`src/rtl/sha256sh_pkg.sv`:
```
// Package for the streaming SHA-256 hasher: round constants, initial hash
// value and the types shared by the top level and the compression core.
// No dependencies.
`timescale 1ns / 1ps

package sha256sh_pkg;

    localparam int WordW  = 32;
    localparam int Rounds = 64;
    localparam int HashWords = 8;

    typedef logic [HashWords-1:0][WordW-1:0] hash_t;

    // Control from the sequencer in the top level to the compression core.
    typedef struct packed {
        logic       byte_en;   // shift one byte into the block buffer
        logic [7:0] byte_val;
        logic       start;     // compress the buffered block
        logic       init;      // return the chaining value to the initial hash
    } core_ctrl_t;

    localparam logic [WordW-1:0] RoundK [Rounds] = '{
        32'h428a2f98, 32'h71374491, 32'hb5c0fbcf, 32'he9b5dba5,
        32'h3956c25b, 32'h59f111f1, 32'h923f82a4, 32'hab1c5ed5,
        32'hd807aa98, 32'h12835b01, 32'h243185be, 32'h550c7dc3,
        32'h72be5d74, 32'h80deb1fe, 32'h9bdc06a7, 32'hc19bf174,
        32'he49b69c1, 32'hefbe4786, 32'h0fc19dc6, 32'h240ca1cc,
        32'h2de92c6f, 32'h4a7484aa, 32'h5cb0a9dc, 32'h76f988da,
        32'h983e5152, 32'ha831c66d, 32'hb00327c8, 32'hbf597fc7,
        32'hc6e00bf3, 32'hd5a79147, 32'h06ca6351, 32'h14292967,
        32'h27b70a85, 32'h2e1b2138, 32'h4d2c6dfc, 32'h53380d13,
        32'h650a7354, 32'h766a0abb, 32'h81c2c92e, 32'h92722c85,
        32'ha2bfe8a1, 32'ha81a664b, 32'hc24b8b70, 32'hc76c51a3,
        32'hd192e819, 32'hd6990624, 32'hf40e3585, 32'h106aa070,
        32'h19a4c116, 32'h1e376c08, 32'h2748774c, 32'h34b0bcb5,
        32'h391c0cb3, 32'h4ed8aa4a, 32'h5b9cca4f, 32'h682e6ff3,
        32'h748f82ee, 32'h78a5636f, 32'h84c87814, 32'h8cc70208,
        32'h90befffa, 32'ha4506ceb, 32'hbef9a3f7, 32'hc67178f2
    };

    localparam hash_t InitHash = {
        32'h5be0cd19, 32'h1f83d9ab, 32'h9b05688c, 32'h510e527f,
        32'ha54ff53a, 32'h3c6ef372, 32'hbb67ae85, 32'h6a09e667
    };

    localparam logic [7:0] PadMarker = 8'h80;

endpackage

```
`src/rtl/sha256sh_core.sv`:
```
// SHA-256 compression core: 512-bit block buffer that doubles as the
// message schedule window, one round per cycle, chaining value update.
// Depends on sha256sh_pkg.
`timescale 1ns / 1ps

module sha256sh_core (
    input  logic                     aclk,
    input  logic                     aresetn,
    input  sha256sh_pkg::core_ctrl_t ctrl,
    output logic                     busy,
    output sha256sh_pkg::hash_t      hash
);
    import sha256sh_pkg::*;

    typedef enum logic [1:0] {C_IDLE, C_ROUND, C_ADD} core_state_t;

    core_state_t state_reg;
    logic [5:0]  round_reg;
    logic [511:0] buf_reg;
    hash_t       hash_reg;
    hash_t       v_reg;
    hash_t       v_next;

    logic [WordW-1:0] w0, w1, w9, w14, w_new;
    logic [WordW-1:0] sig0, sig1, bs0, bs1, ch, maj, t1, t2;

    function automatic logic [WordW-1:0] rotr(input logic [WordW-1:0] x, input int n);
        rotr = (x >> n) | (x << (WordW - n));
    endfunction

    // Oldest schedule word sits in the top bits.
    assign w0  = buf_reg[511:480];
    assign w1  = buf_reg[479:448];
    assign w9  = buf_reg[223:192];
    assign w14 = buf_reg[63:32];

    always_comb begin
        sig0  = rotr(w1, 7) ^ rotr(w1, 18) ^ (w1 >> 3);
        sig1  = rotr(w14, 17) ^ rotr(w14, 19) ^ (w14 >> 10);
        w_new = w0 + sig0 + w9 + sig1;

        bs1 = rotr(v_reg[4], 6) ^ rotr(v_reg[4], 11) ^ rotr(v_reg[4], 25);
        ch  = (v_reg[4] & v_reg[5]) ^ (~v_reg[4] & v_reg[6]);
        t1  = v_reg[7] + bs1 + ch + RoundK[round_reg] + w0;
        bs0 = rotr(v_reg[0], 2) ^ rotr(v_reg[0], 13) ^ rotr(v_reg[0], 22);
        maj = (v_reg[0] & v_reg[1]) ^ (v_reg[0] & v_reg[2]) ^ (v_reg[1] & v_reg[2]);
        t2  = bs0 + maj;

        v_next    = v_reg;
        v_next[7] = v_reg[6];
        v_next[6] = v_reg[5];
        v_next[5] = v_reg[4];
        v_next[4] = v_reg[3] + t1;
        v_next[3] = v_reg[2];
        v_next[2] = v_reg[1];
        v_next[1] = v_reg[0];
        v_next[0] = t1 + t2;
    end

    always_ff @(posedge aclk) begin
        if (!aresetn) begin
            state_reg <= C_IDLE;
            round_reg <= '0;
            hash_reg  <= InitHash;
        end else begin
            unique case (state_reg)
                C_IDLE: begin
                    if (ctrl.byte_en) begin
                        buf_reg <= {buf_reg[503:0], ctrl.byte_val};
                    end
                    if (ctrl.init) begin
                        hash_reg <= InitHash;
                    end
                    if (ctrl.start) begin
                        v_reg     <= hash_reg;
                        round_reg <= '0;
                        state_reg <= C_ROUND;
                    end
                end
                C_ROUND: begin
                    v_reg     <= v_next;
                    buf_reg   <= {buf_reg[479:0], w_new};
                    round_reg <= round_reg + 6'd1;
                    if (round_reg == 6'(Rounds - 1)) begin
                        state_reg <= C_ADD;
                    end
                end
                C_ADD: begin
                    for (int i = 0; i < HashWords; i++) begin
                        hash_reg[i] <= hash_reg[i] + v_reg[i];
                    end
                    state_reg <= C_IDLE;
                end
                default: state_reg <= C_IDLE;
            endcase
        end
    end

    assign busy = (state_reg != C_IDLE);
    assign hash = hash_reg;

endmodule

```
`src/rtl/sha256_stream_hasher.sv`:
```
// Streaming SHA-256 hasher top level: byte intake, padding sequencer and
// digest output. Depends on sha256sh_pkg and sha256sh_core.
//
//   channel | direction | tdata              | tuser            | tlast
//   s_      | in        | [7:0] message_byte | [0] byte_present | end_of_message
//   m_      | out       | [31:0] digest_word | [2:0] word_index | last_word
//
// Each full 64-byte block holds s_tready low for the 64 rounds of the shared
// round unit, the chaining update and the hand-back. End of message pushes
// the padding byte by byte, pausing while a full block is compressed, runs
// one or two compressions and presents eight digest beats.
// Reset (aresetn low, synchronous) restores the initial hash and clears counts.
// A stalled m_ side holds the current digest beat; no input is taken meanwhile.
`timescale 1ns / 1ps

module sha256_stream_hasher (
    input  logic        aclk,
    input  logic        aresetn,
    input  logic        s_tvalid,
    output logic        s_tready,
    input  logic [7:0]  s_tdata,   // [7:0] message_byte
    input  logic        s_tuser,   // [0] byte_present
    input  logic        s_tlast,
    output logic        m_tvalid,
    input  logic        m_tready,
    output logic [31:0] m_tdata,   // [31:0] digest_word
    output logic [2:0]  m_tuser,   // [2:0] word_index
    output logic        m_tlast
);
    import sha256sh_pkg::*;

    typedef enum logic [2:0] {
        ST_IDLE, ST_MARK, ST_ZERO, ST_LEN, ST_BUSY, ST_OUT
    } state_t;

    state_t      state_reg, state_next;
    state_t      ret_reg, ret_next;
    logic [5:0]  count_reg, count_next;
    logic [60:0] len_reg, len_next;
    logic [2:0]  oidx_reg, oidx_next;

    core_ctrl_t  ctrl;
    logic        core_busy;
    hash_t       hash;
    logic [63:0] bit_len;
    logic        s_acc, m_acc;

    sha256sh_core u_core (
        .aclk    (aclk),
        .aresetn (aresetn),
        .ctrl    (ctrl),
        .busy    (core_busy),
        .hash    (hash)
    );

    assign bit_len = {len_reg, 3'b000};
    assign s_tready = (state_reg == ST_IDLE);
    assign s_acc    = s_tvalid && s_tready;
    assign m_tvalid = (state_reg == ST_OUT);
    assign m_acc    = m_tvalid && m_tready;
    assign m_tdata  = hash[oidx_reg];
    assign m_tuser  = oidx_reg;
    assign m_tlast  = (oidx_reg == 3'd7);

    always_comb begin
        state_next = state_reg;
        ret_next   = ret_reg;
        count_next = count_reg;
        len_next   = len_reg;
        oidx_next  = oidx_reg;
        ctrl       = '0;

        unique case (state_reg)
            ST_IDLE: begin
                if (s_acc) begin
                    if (s_tuser) begin
                        ctrl.byte_en  = 1'b1;
                        ctrl.byte_val = s_tdata;
                        count_next    = count_reg + 6'd1;
                        len_next      = len_reg + 61'd1;
                    end
                    if (s_tuser && count_reg == 6'd63) begin
                        // block full: compress, then pad if the message closes
                        ctrl.start = 1'b1;
                        state_next = ST_BUSY;
                        ret_next   = s_tlast ? ST_MARK : ST_IDLE;
                    end else if (s_tlast) begin
                        state_next = ST_MARK;
                    end
                end
            end
            ST_MARK: begin
                ctrl.byte_en  = 1'b1;
                ctrl.byte_val = PadMarker;
                count_next    = count_reg + 6'd1;
                if (count_reg == 6'd63) begin
                    ctrl.start = 1'b1;
                    ret_next   = ST_ZERO;
                    state_next = ST_BUSY;
                end else begin
                    state_next = ST_ZERO;
                end
            end
            ST_ZERO: begin
                if (count_reg == 6'd56) begin
                    state_next = ST_LEN;
                end else begin
                    ctrl.byte_en  = 1'b1;
                    ctrl.byte_val = 8'h00;
                    count_next    = count_reg + 6'd1;
                    if (count_reg == 6'd63) begin
                        ctrl.start = 1'b1;
                        ret_next   = ST_ZERO;
                        state_next = ST_BUSY;
                    end
                end
            end
            ST_LEN: begin
                // big-endian bit length, most significant byte first
                ctrl.byte_en  = 1'b1;
                ctrl.byte_val = bit_len[{~count_reg[2:0], 3'b000} +: 8];
                count_next    = count_reg + 6'd1;
                if (count_reg == 6'd63) begin
                    ctrl.start = 1'b1;
                    ret_next   = ST_OUT;
                    state_next = ST_BUSY;
                end
            end
            ST_BUSY: begin
                if (!core_busy) begin
                    state_next = ret_reg;
                end
            end
            ST_OUT: begin
                if (m_acc) begin
                    oidx_next = oidx_reg + 3'd1;
                    if (oidx_reg == 3'd7) begin
                        ctrl.init  = 1'b1;
                        len_next   = '0;
                        count_next = '0;
                        state_next = ST_IDLE;
                    end
                end
            end
            default: state_next = ST_IDLE;
        endcase
    end

    always_ff @(posedge aclk) begin
        if (!aresetn) begin
            state_reg <= ST_IDLE;
            ret_reg   <= ST_IDLE;
            count_reg <= '0;
            len_reg   <= '0;
            oidx_reg  <= '0;
        end else begin
            state_reg <= state_next;
            ret_reg   <= ret_next;
            count_reg <= count_next;
            len_reg   <= len_next;
            oidx_reg  <= oidx_next;
        end
    end

endmodule
```
`config.mk`:
```
export PLATFORM = sky130hd
export DESIGN_NAME = sha256_stream_hasher
export DESIGN_NICKNAME = d
export VERILOG_FILES = /design/src/rtl/sha256sh_pkg.sv /design/src/rtl/sha256sh_core.sv /design/src/rtl/sha256_stream_hasher.sv
export SDC_FILE = /design/constraint.sdc
export NUM_CORES = 2
export LEC_CHECK = 0
export BUFFER_PORTS_ARGS = -buffer_cell sky130_fd_sc_hd__buf_2
export CAP_MARGIN = 10
export CORE_ASPECT_RATIO = 2
export CORE_MARGIN = 3
export CORE_UTILIZATION = 40
export DETAILED_ROUTE_END_ITERATION = 10
export MAX_ROUTING_LAYER = met4
export PLACE_DENSITY = 0.65
export SETUP_SLACK_MARGIN = 0.5
export SLEW_MARGIN = 20
export SYNTH_ARGS = -nofsm -noshare
export SYNTH_HDL_FRONTEND = slang
export SYNTH_SLANG_ARGS = --single-unit
```
`constraint.sdc`:
```
create_clock -name aclk -period 49.9 [get_ports aclk]
set_input_delay 7.485 -clock aclk [delete_from_list [all_inputs] [get_ports aclk]]
set_output_delay 7.485 -clock aclk [all_outputs]
set_load 0.03 [all_outputs]
```
# Word level (Yosys, flattened, before mapping)

Memory sizes are Yosys's and may differ from the RTL's.
Index checks and enable logic that the tools add are counted.

Logic and storage cells: 177
Register bits after elaboration: 1108
Bits in writable memories: 0
Output and inout bits: 38
Bits in latches: 0
ROM bits: 2048
Memories kept: 1

Memories:

| name             | words | bits a word | rd ports | clocked after memory_dff | wr ports | line                | source |
|---|---|---|---|---|---|---|---|
| (name not given) | 64    | 32          | 1        | 0                        | 0        | sha256sh_core.sv:44 | `t1 = v_reg[7] + bs1 + ch + RoundK[round_reg] + w0;` |

Bitwise logic cells: 29
Shifts and indexed selects: 1
Add/subtract/negate cells: 22
Eq/ne operators: 24
Multiplexer cells: 52
Divide/modulo/power cells: 0
$mul: 0
Order comparisons: 2
Reduce and logical (&&, ||, !) cells: 22

Operators with widths:

| cell                                           | count |
|---|---|
| one-hot mux 256 bit (2 select lines)           | 2 |
| one-hot mux 512 bit (2 select lines)           | 1 |
| adder 32 bit                                   | 18 |
| 2-to-1 mux 256 bit                             | 2 |
| 2-to-1 mux 512 bit                             | 1 |
| bitwise XOR 32 bit                             | 9 |
| 2-to-1 mux 61 bit                              | 4 |
| bitwise AND 32 bit                             | 5 |
| one-hot mux 61 bit (2 select lines)            | 1 |
| binary-select mux 32 bit (select 3 bit)        | 1 |
| 2-to-1 mux 32 bit                              | 3 |
| variable part select 64 x 7 -> 8 bit           | 1 |
| adder 61 x 1 -> 61 bit (second input constant) | 1 |
| 2-to-1 mux 3 bit                               | 14 |
| one-hot mux 10 bit (4 select lines)            | 1 |
| 2-to-1 mux 6 bit                               | 6 |
| NOT 32 bit                                     | 1 |
| bitwise OR 10 x 32 -> 32 bit                   | 1 |
| bitwise OR 13 x 32 -> 32 bit                   | 1 |
| bitwise OR 14 x 32 -> 32 bit                   | 1 |
| bitwise OR 15 x 32 -> 32 bit                   | 1 |
| bitwise OR 19 x 32 -> 32 bit                   | 1 |
| bitwise OR 21 x 32 -> 32 bit                   | 1 |
| bitwise OR 25 x 32 -> 32 bit                   | 1 |
| 39 further kinds                               | 74 |

# Logic depth before layout (Yosys ltp)

Depth after elaboration: 9
Gate-level depth with buffers: 42
Depth with buffers taken out: 40

# Cells and area by module

Synthesis repeated with hierarchy kept, for this count alone.

Cells, all modules: 8344
Area total of the unflattened synthesis: 74552.8 µm²

By module, submodules not included:

| module               | cells an instance | instances | area each (µm²) |
|---|---|---|---|
| sha256sh_core        | 7689              | 1         | 68210.4 |
| sha256_stream_hasher | 655               | 1         | 6342.3 |

# Least setup slack after synthesis

Ideal clock, no wire load.

Path kind: input -> register
Start: input aresetn
End: register u_core.buf_reg[0] (enable)
Arrival time: 42.699 ns
Setup slack: 5.185 ns
Buffers on the path: 2
Library setup time: 2.015 ns
Cell stages on the path: 4
Cell sequence: clkbuf_1 -> inv_1 -> clkbuf_1 -> nor3_1

Word-level cells in the longest chain between the ends: 1

Ends and longest elaborated chain:

| what                                 | line                       | source |
|---|---|---|
| start, declared                      | sha256_stream_hasher.sv:18 | `input logic aresetn,` |
| AND reduction 3 bit (no source line) | -                          |  |
| end signal, assigned                 | sha256sh_core.sv:69        | `buf_reg <= {buf_reg[503:0], ctrl.byte_val};` |
| end signal, assigned                 | sha256sh_core.sv:82        | `buf_reg <= {buf_reg[479:0], w_new};` |
| end, declared                        | sha256sh_core.sv:19        | `logic [511:0] buf_reg;` |

No other way between the ends.
A chain may end at the register's enable or synchronous reset.

# Worst setup path after layout

Start: register u_core.round_reg[0]
End: register u_core.v_reg (netlist bit u_core.v_next[61]), data pin

Word-level cells in the longest chain between the ends: 8

Ends and longest elaborated chain:

| what                                                 | line                | source |
|---|---|---|
| start, declared                                      | sha256sh_core.sv:18 | `logic [5:0] round_reg;` |
| start signal, assigned                               | sha256sh_core.sv:83 | `round_reg <= round_reg + 6'd1;` |
| NOT 6 -> 7 bit (not written as such)                 | sha256sh_core.sv:44 |  |
| memory read (64 x 32 bit)                            | -                   |  |
| 2-to-1 mux 32 bit (not written as such) (2 in a row) | sha256sh_core.sv:44 |  |
| adder 32 bit (2 in a row)                            | sha256sh_core.sv:44 |  |
| adder 32 bit                                         | sha256sh_core.sv:57 | `v_next[0] = t1 + t2;` |
| one-hot mux 256 bit (2 select lines)                 | sha256sh_core.sv:66 | `unique case (state_reg)` |
| end signal, assigned                                 | sha256sh_core.sv:75 | `v_reg <= hash_reg;` |
| end signal, assigned                                 | sha256sh_core.sv:81 | `v_reg <= v_next;` |
| end, declared                                        | sha256sh_core.sv:21 | `hash_t v_reg;` |

No other way between the ends. The select of a mux whose other input is x is not followed.

==> results.sh <==
export IMPL_status="complete, no violations"
export IMPL_critical_path_required_ns=50.37
export IMPL_worstPathArrival_ns=12.47
export IMPL_grt_pass1_vias=62500
export IMPL_die_y_um=615
export IMPL_layout_min_cycle_time_ns=12.00
export IMPL_finalCritPeriodShare=0.241
export IMPL_port_buffers=51
export IMPL_start_util=0.403
export IMPL_ys_ff_latch=1108
export IMPL_viasPerCell=5.73
export IMPL_wire_per_inst_um=25.4
export IMPL_path_clk_slew_ns=0.07
export IMPL_ys_types=84
export IMPL_slew_violations=0
export IMPL_end_kind="register"
export IMPL_grt_pass1_wl_um=394000
export IMPL_synth_area_per_cell_um2=8.90
export IMPL_n_fill_cell=18000
export IMPL_cts_tree="yes"
export IMPL_synthesis_area_mm2=0.0743
export IMPL_largest_reg_flops=512
export IMPL_p_leak_nw=33.6
export IMPL_intPower_mw=1.62
export IMPL_cts_root_buf="clkbuf_16"
export IMPL_p_switching_mw=0.657
export IMPL_nNetsFinal=8712
export IMPL_final_cell_count_no_fill=10700
export IMPL_grt_max_degree=232
export IMPL_cts_max_level=3
export IMPL_clk_insertion_delay_late_ns=0.75
export IMPL_synth_area_leaders="edfxtp_1 (31%), nand2_1 (12%), dfxtp_1 (9.2%)"
export IMPL_p_per_area_mw_per_mm2=28.3
export IMPL_cpPeakStageDelay_ns=0.81
export IMPL_pre_cts_slack_ns=38.00
export IMPL_first_pass_iters=5
export IMPL_ios=52
export IMPL_postCtsSetupBuffers=0
export IMPL_cap_violations=0
export IMPL_fin_ws_ns=37.90
export IMPL_rows=223
export IMPL_synth_cells=8342
export IMPL_fin_skew_ns=0.0719
export IMPL_ctsResizeCount=0
export IMPL_sw_frac_of_total=0.289
export IMPL_ir_drop_mv=0.0292
export IMPL_pwr_share_comb=0.165
export IMPL_drtIter0Drc=4775
export IMPL_cp_top_family="compound AO/OA/AOI/OAI gates"
export IMPL_vias=61200
export IMPL_start_kind="register"
export IMPL_ant_nets=0
export IMPL_hold_violations=0
export IMPL_core_area_mm2=0.184
export IMPL_ys_warnings_count=0
export IMPL_syn2layout_area_growth_pct=8.16
export IMPL_timing_fmax_mhz=83.3
export IMPL_path_max_fanout=31
export IMPL_synth_fp_nets=8947
export IMPL_die_area_mm2=0.191
export IMPL_drc_errors=0
export IMPL_ys_seq_area_frac=0.402
export IMPL_ctsHoldBuffers=0
export IMPL_rsz0062_at_grt="false"
export IMPL_numClockSinks=1108
export IMPL_yosysTopAreaCell="edfxtp_1"
export IMPL_gp_congestion=1.02
export IMPL_dp_hpwl_um=201000
export IMPL_slowest_stage="a21oi_1"
export IMPL_dp_cells=10500
export IMPL_synth_top_area_share=0.311
export IMPL_fp_dieW_um=311
export IMPL_power_frac_seq=0.455
export IMPL_grt_usage=0.283
export IMPL_routed_wl_um=271000
export IMPL_async_flop_share=0
export IMPL_hold_ws_ns=0.480
export IMPL_path_class="reg -> reg"
export IMPL_setup_violations_final=0
export IMPL_worstMarginPinSlew_ns=1.26
export IMPL_path_buf_inv=7
export IMPL_layout_drive_gt1_share=0.0599
export IMPL_finalSetupTns_ns=0
export IMPL_cts_buffers=105
export IMPL_synth_edf_count=768
export IMPL_max_slew_margin=0.157
export IMPL_ys_flop_type="edfxtp_1"
export IMPL_hold_path_class="reg -> reg"
export IMPL_overflow=0
export IMPL_synth_common_cells="nand2_1 (2448), edfxtp_1 (768), clkbuf_1 (446), a21oi_1 (429), o21ai_0 (429)"
export IMPL_p_clk_frac=0.381
export IMPL_clock_path_buffers=3
export IMPL_antenna_found_initial=9
export IMPL_synth_most_common_cell="nand2_1"
worst register-to-register path: cells and delay by family, from the launching register on:
family / cells / cell delay, ns
fa+ha+maj: 7 / 3.07
flops: 1 / 0.31
buf+inv: 7 / 1.26
xor+xnor: 1 / 0.26
compound gates: 17 / 5.32
simple gates: 6 / 1.52
routing by layer:
metal	GRT usage	wire length (µm)	vias up
met1	0.251	84900	29800
li1	-	-	28200
met3	0.0374	12400	994
met4	0.271	32100	0
met5	-	0	-
met2	0.510	141000	2151
cell type report:
type	instances	area [µm²]	area share
multi-input combinational	6407	41400	0.515
sequential	1108	29900	0.372
tap	2475	3100	0.0385
clock buffer	129	2810	0.0350
inverter	339	1270	0.0159
timing repair buffer	146	1060	0.0132
clock inverter	68	777	0.00967
antenna	7	17.5	0.000218
cell usage in the layout, fill, tap and decap left out, types with 241 or more instances in the layout:
cell type	instances
nor2_1	419
a21oi_1	428
edfxtp_1	768
nand2_1	2446
o21ai_0	427
ha_1	396
inv_1	333
xnor2_1	383
xor2_1	241
dfxtp_1	332
path summary, 6_finish.rpt:
| path | end | slack, ns | depth (start not counted) | start |
|---|---|---|---|---|
| worst max-delay path | u_core.v_next[61] | 37.90 | 38 | u_core.round_reg[0] |
| worst min-delay path | u_core.hash[127] | 0.48 | 2 | u_core.hash[127] |
| worst max register to register | u_core.v_next[61] | 37.90 | 38 | u_core.round_reg[0] |
| worst min register to register | u_core.hash[127] | 0.48 | 2 | u_core.hash[127] |
power by group through the flow:
stage               logic (mW)  clock network [mW]  registers, mW
finish                   0.374               0.866           1.03
global route             0.404               0.909           1.04
CTS                      0.373               0.879           1.03
detailed placement       0.370                   0           1.05
global placement         0.367                   0           1.05
floorplan                0.252                   0           1.07
stage by stage:
stage / cell area (µm²) / utilization / total power [mW]
after floorplan: 74300 / - / 1.32
after global placement: 76700 / 0.416 / 1.42
after detailed placement: 76700 / 0.416 / 1.42
after CTS: 80300 / 0.435 / 2.29
after global routing: 80300 / 0.436 / 2.35
final: 80300 / 0.436 / 2.27
kinds of logic after synthesis:
family / count (synthesis) / synth area share
fa+ha+maj: 593 / 0.120
compound gates: 1677 / 0.142
mux: 165 / 0.0369
buf+inv: 827 / 0.0418
xor+xnor: 625 / 0.0739
simple gates: 3347 / 0.183
flops: 1108 / 0.402
No activity file was read; power rests on OpenSTA's default activity.
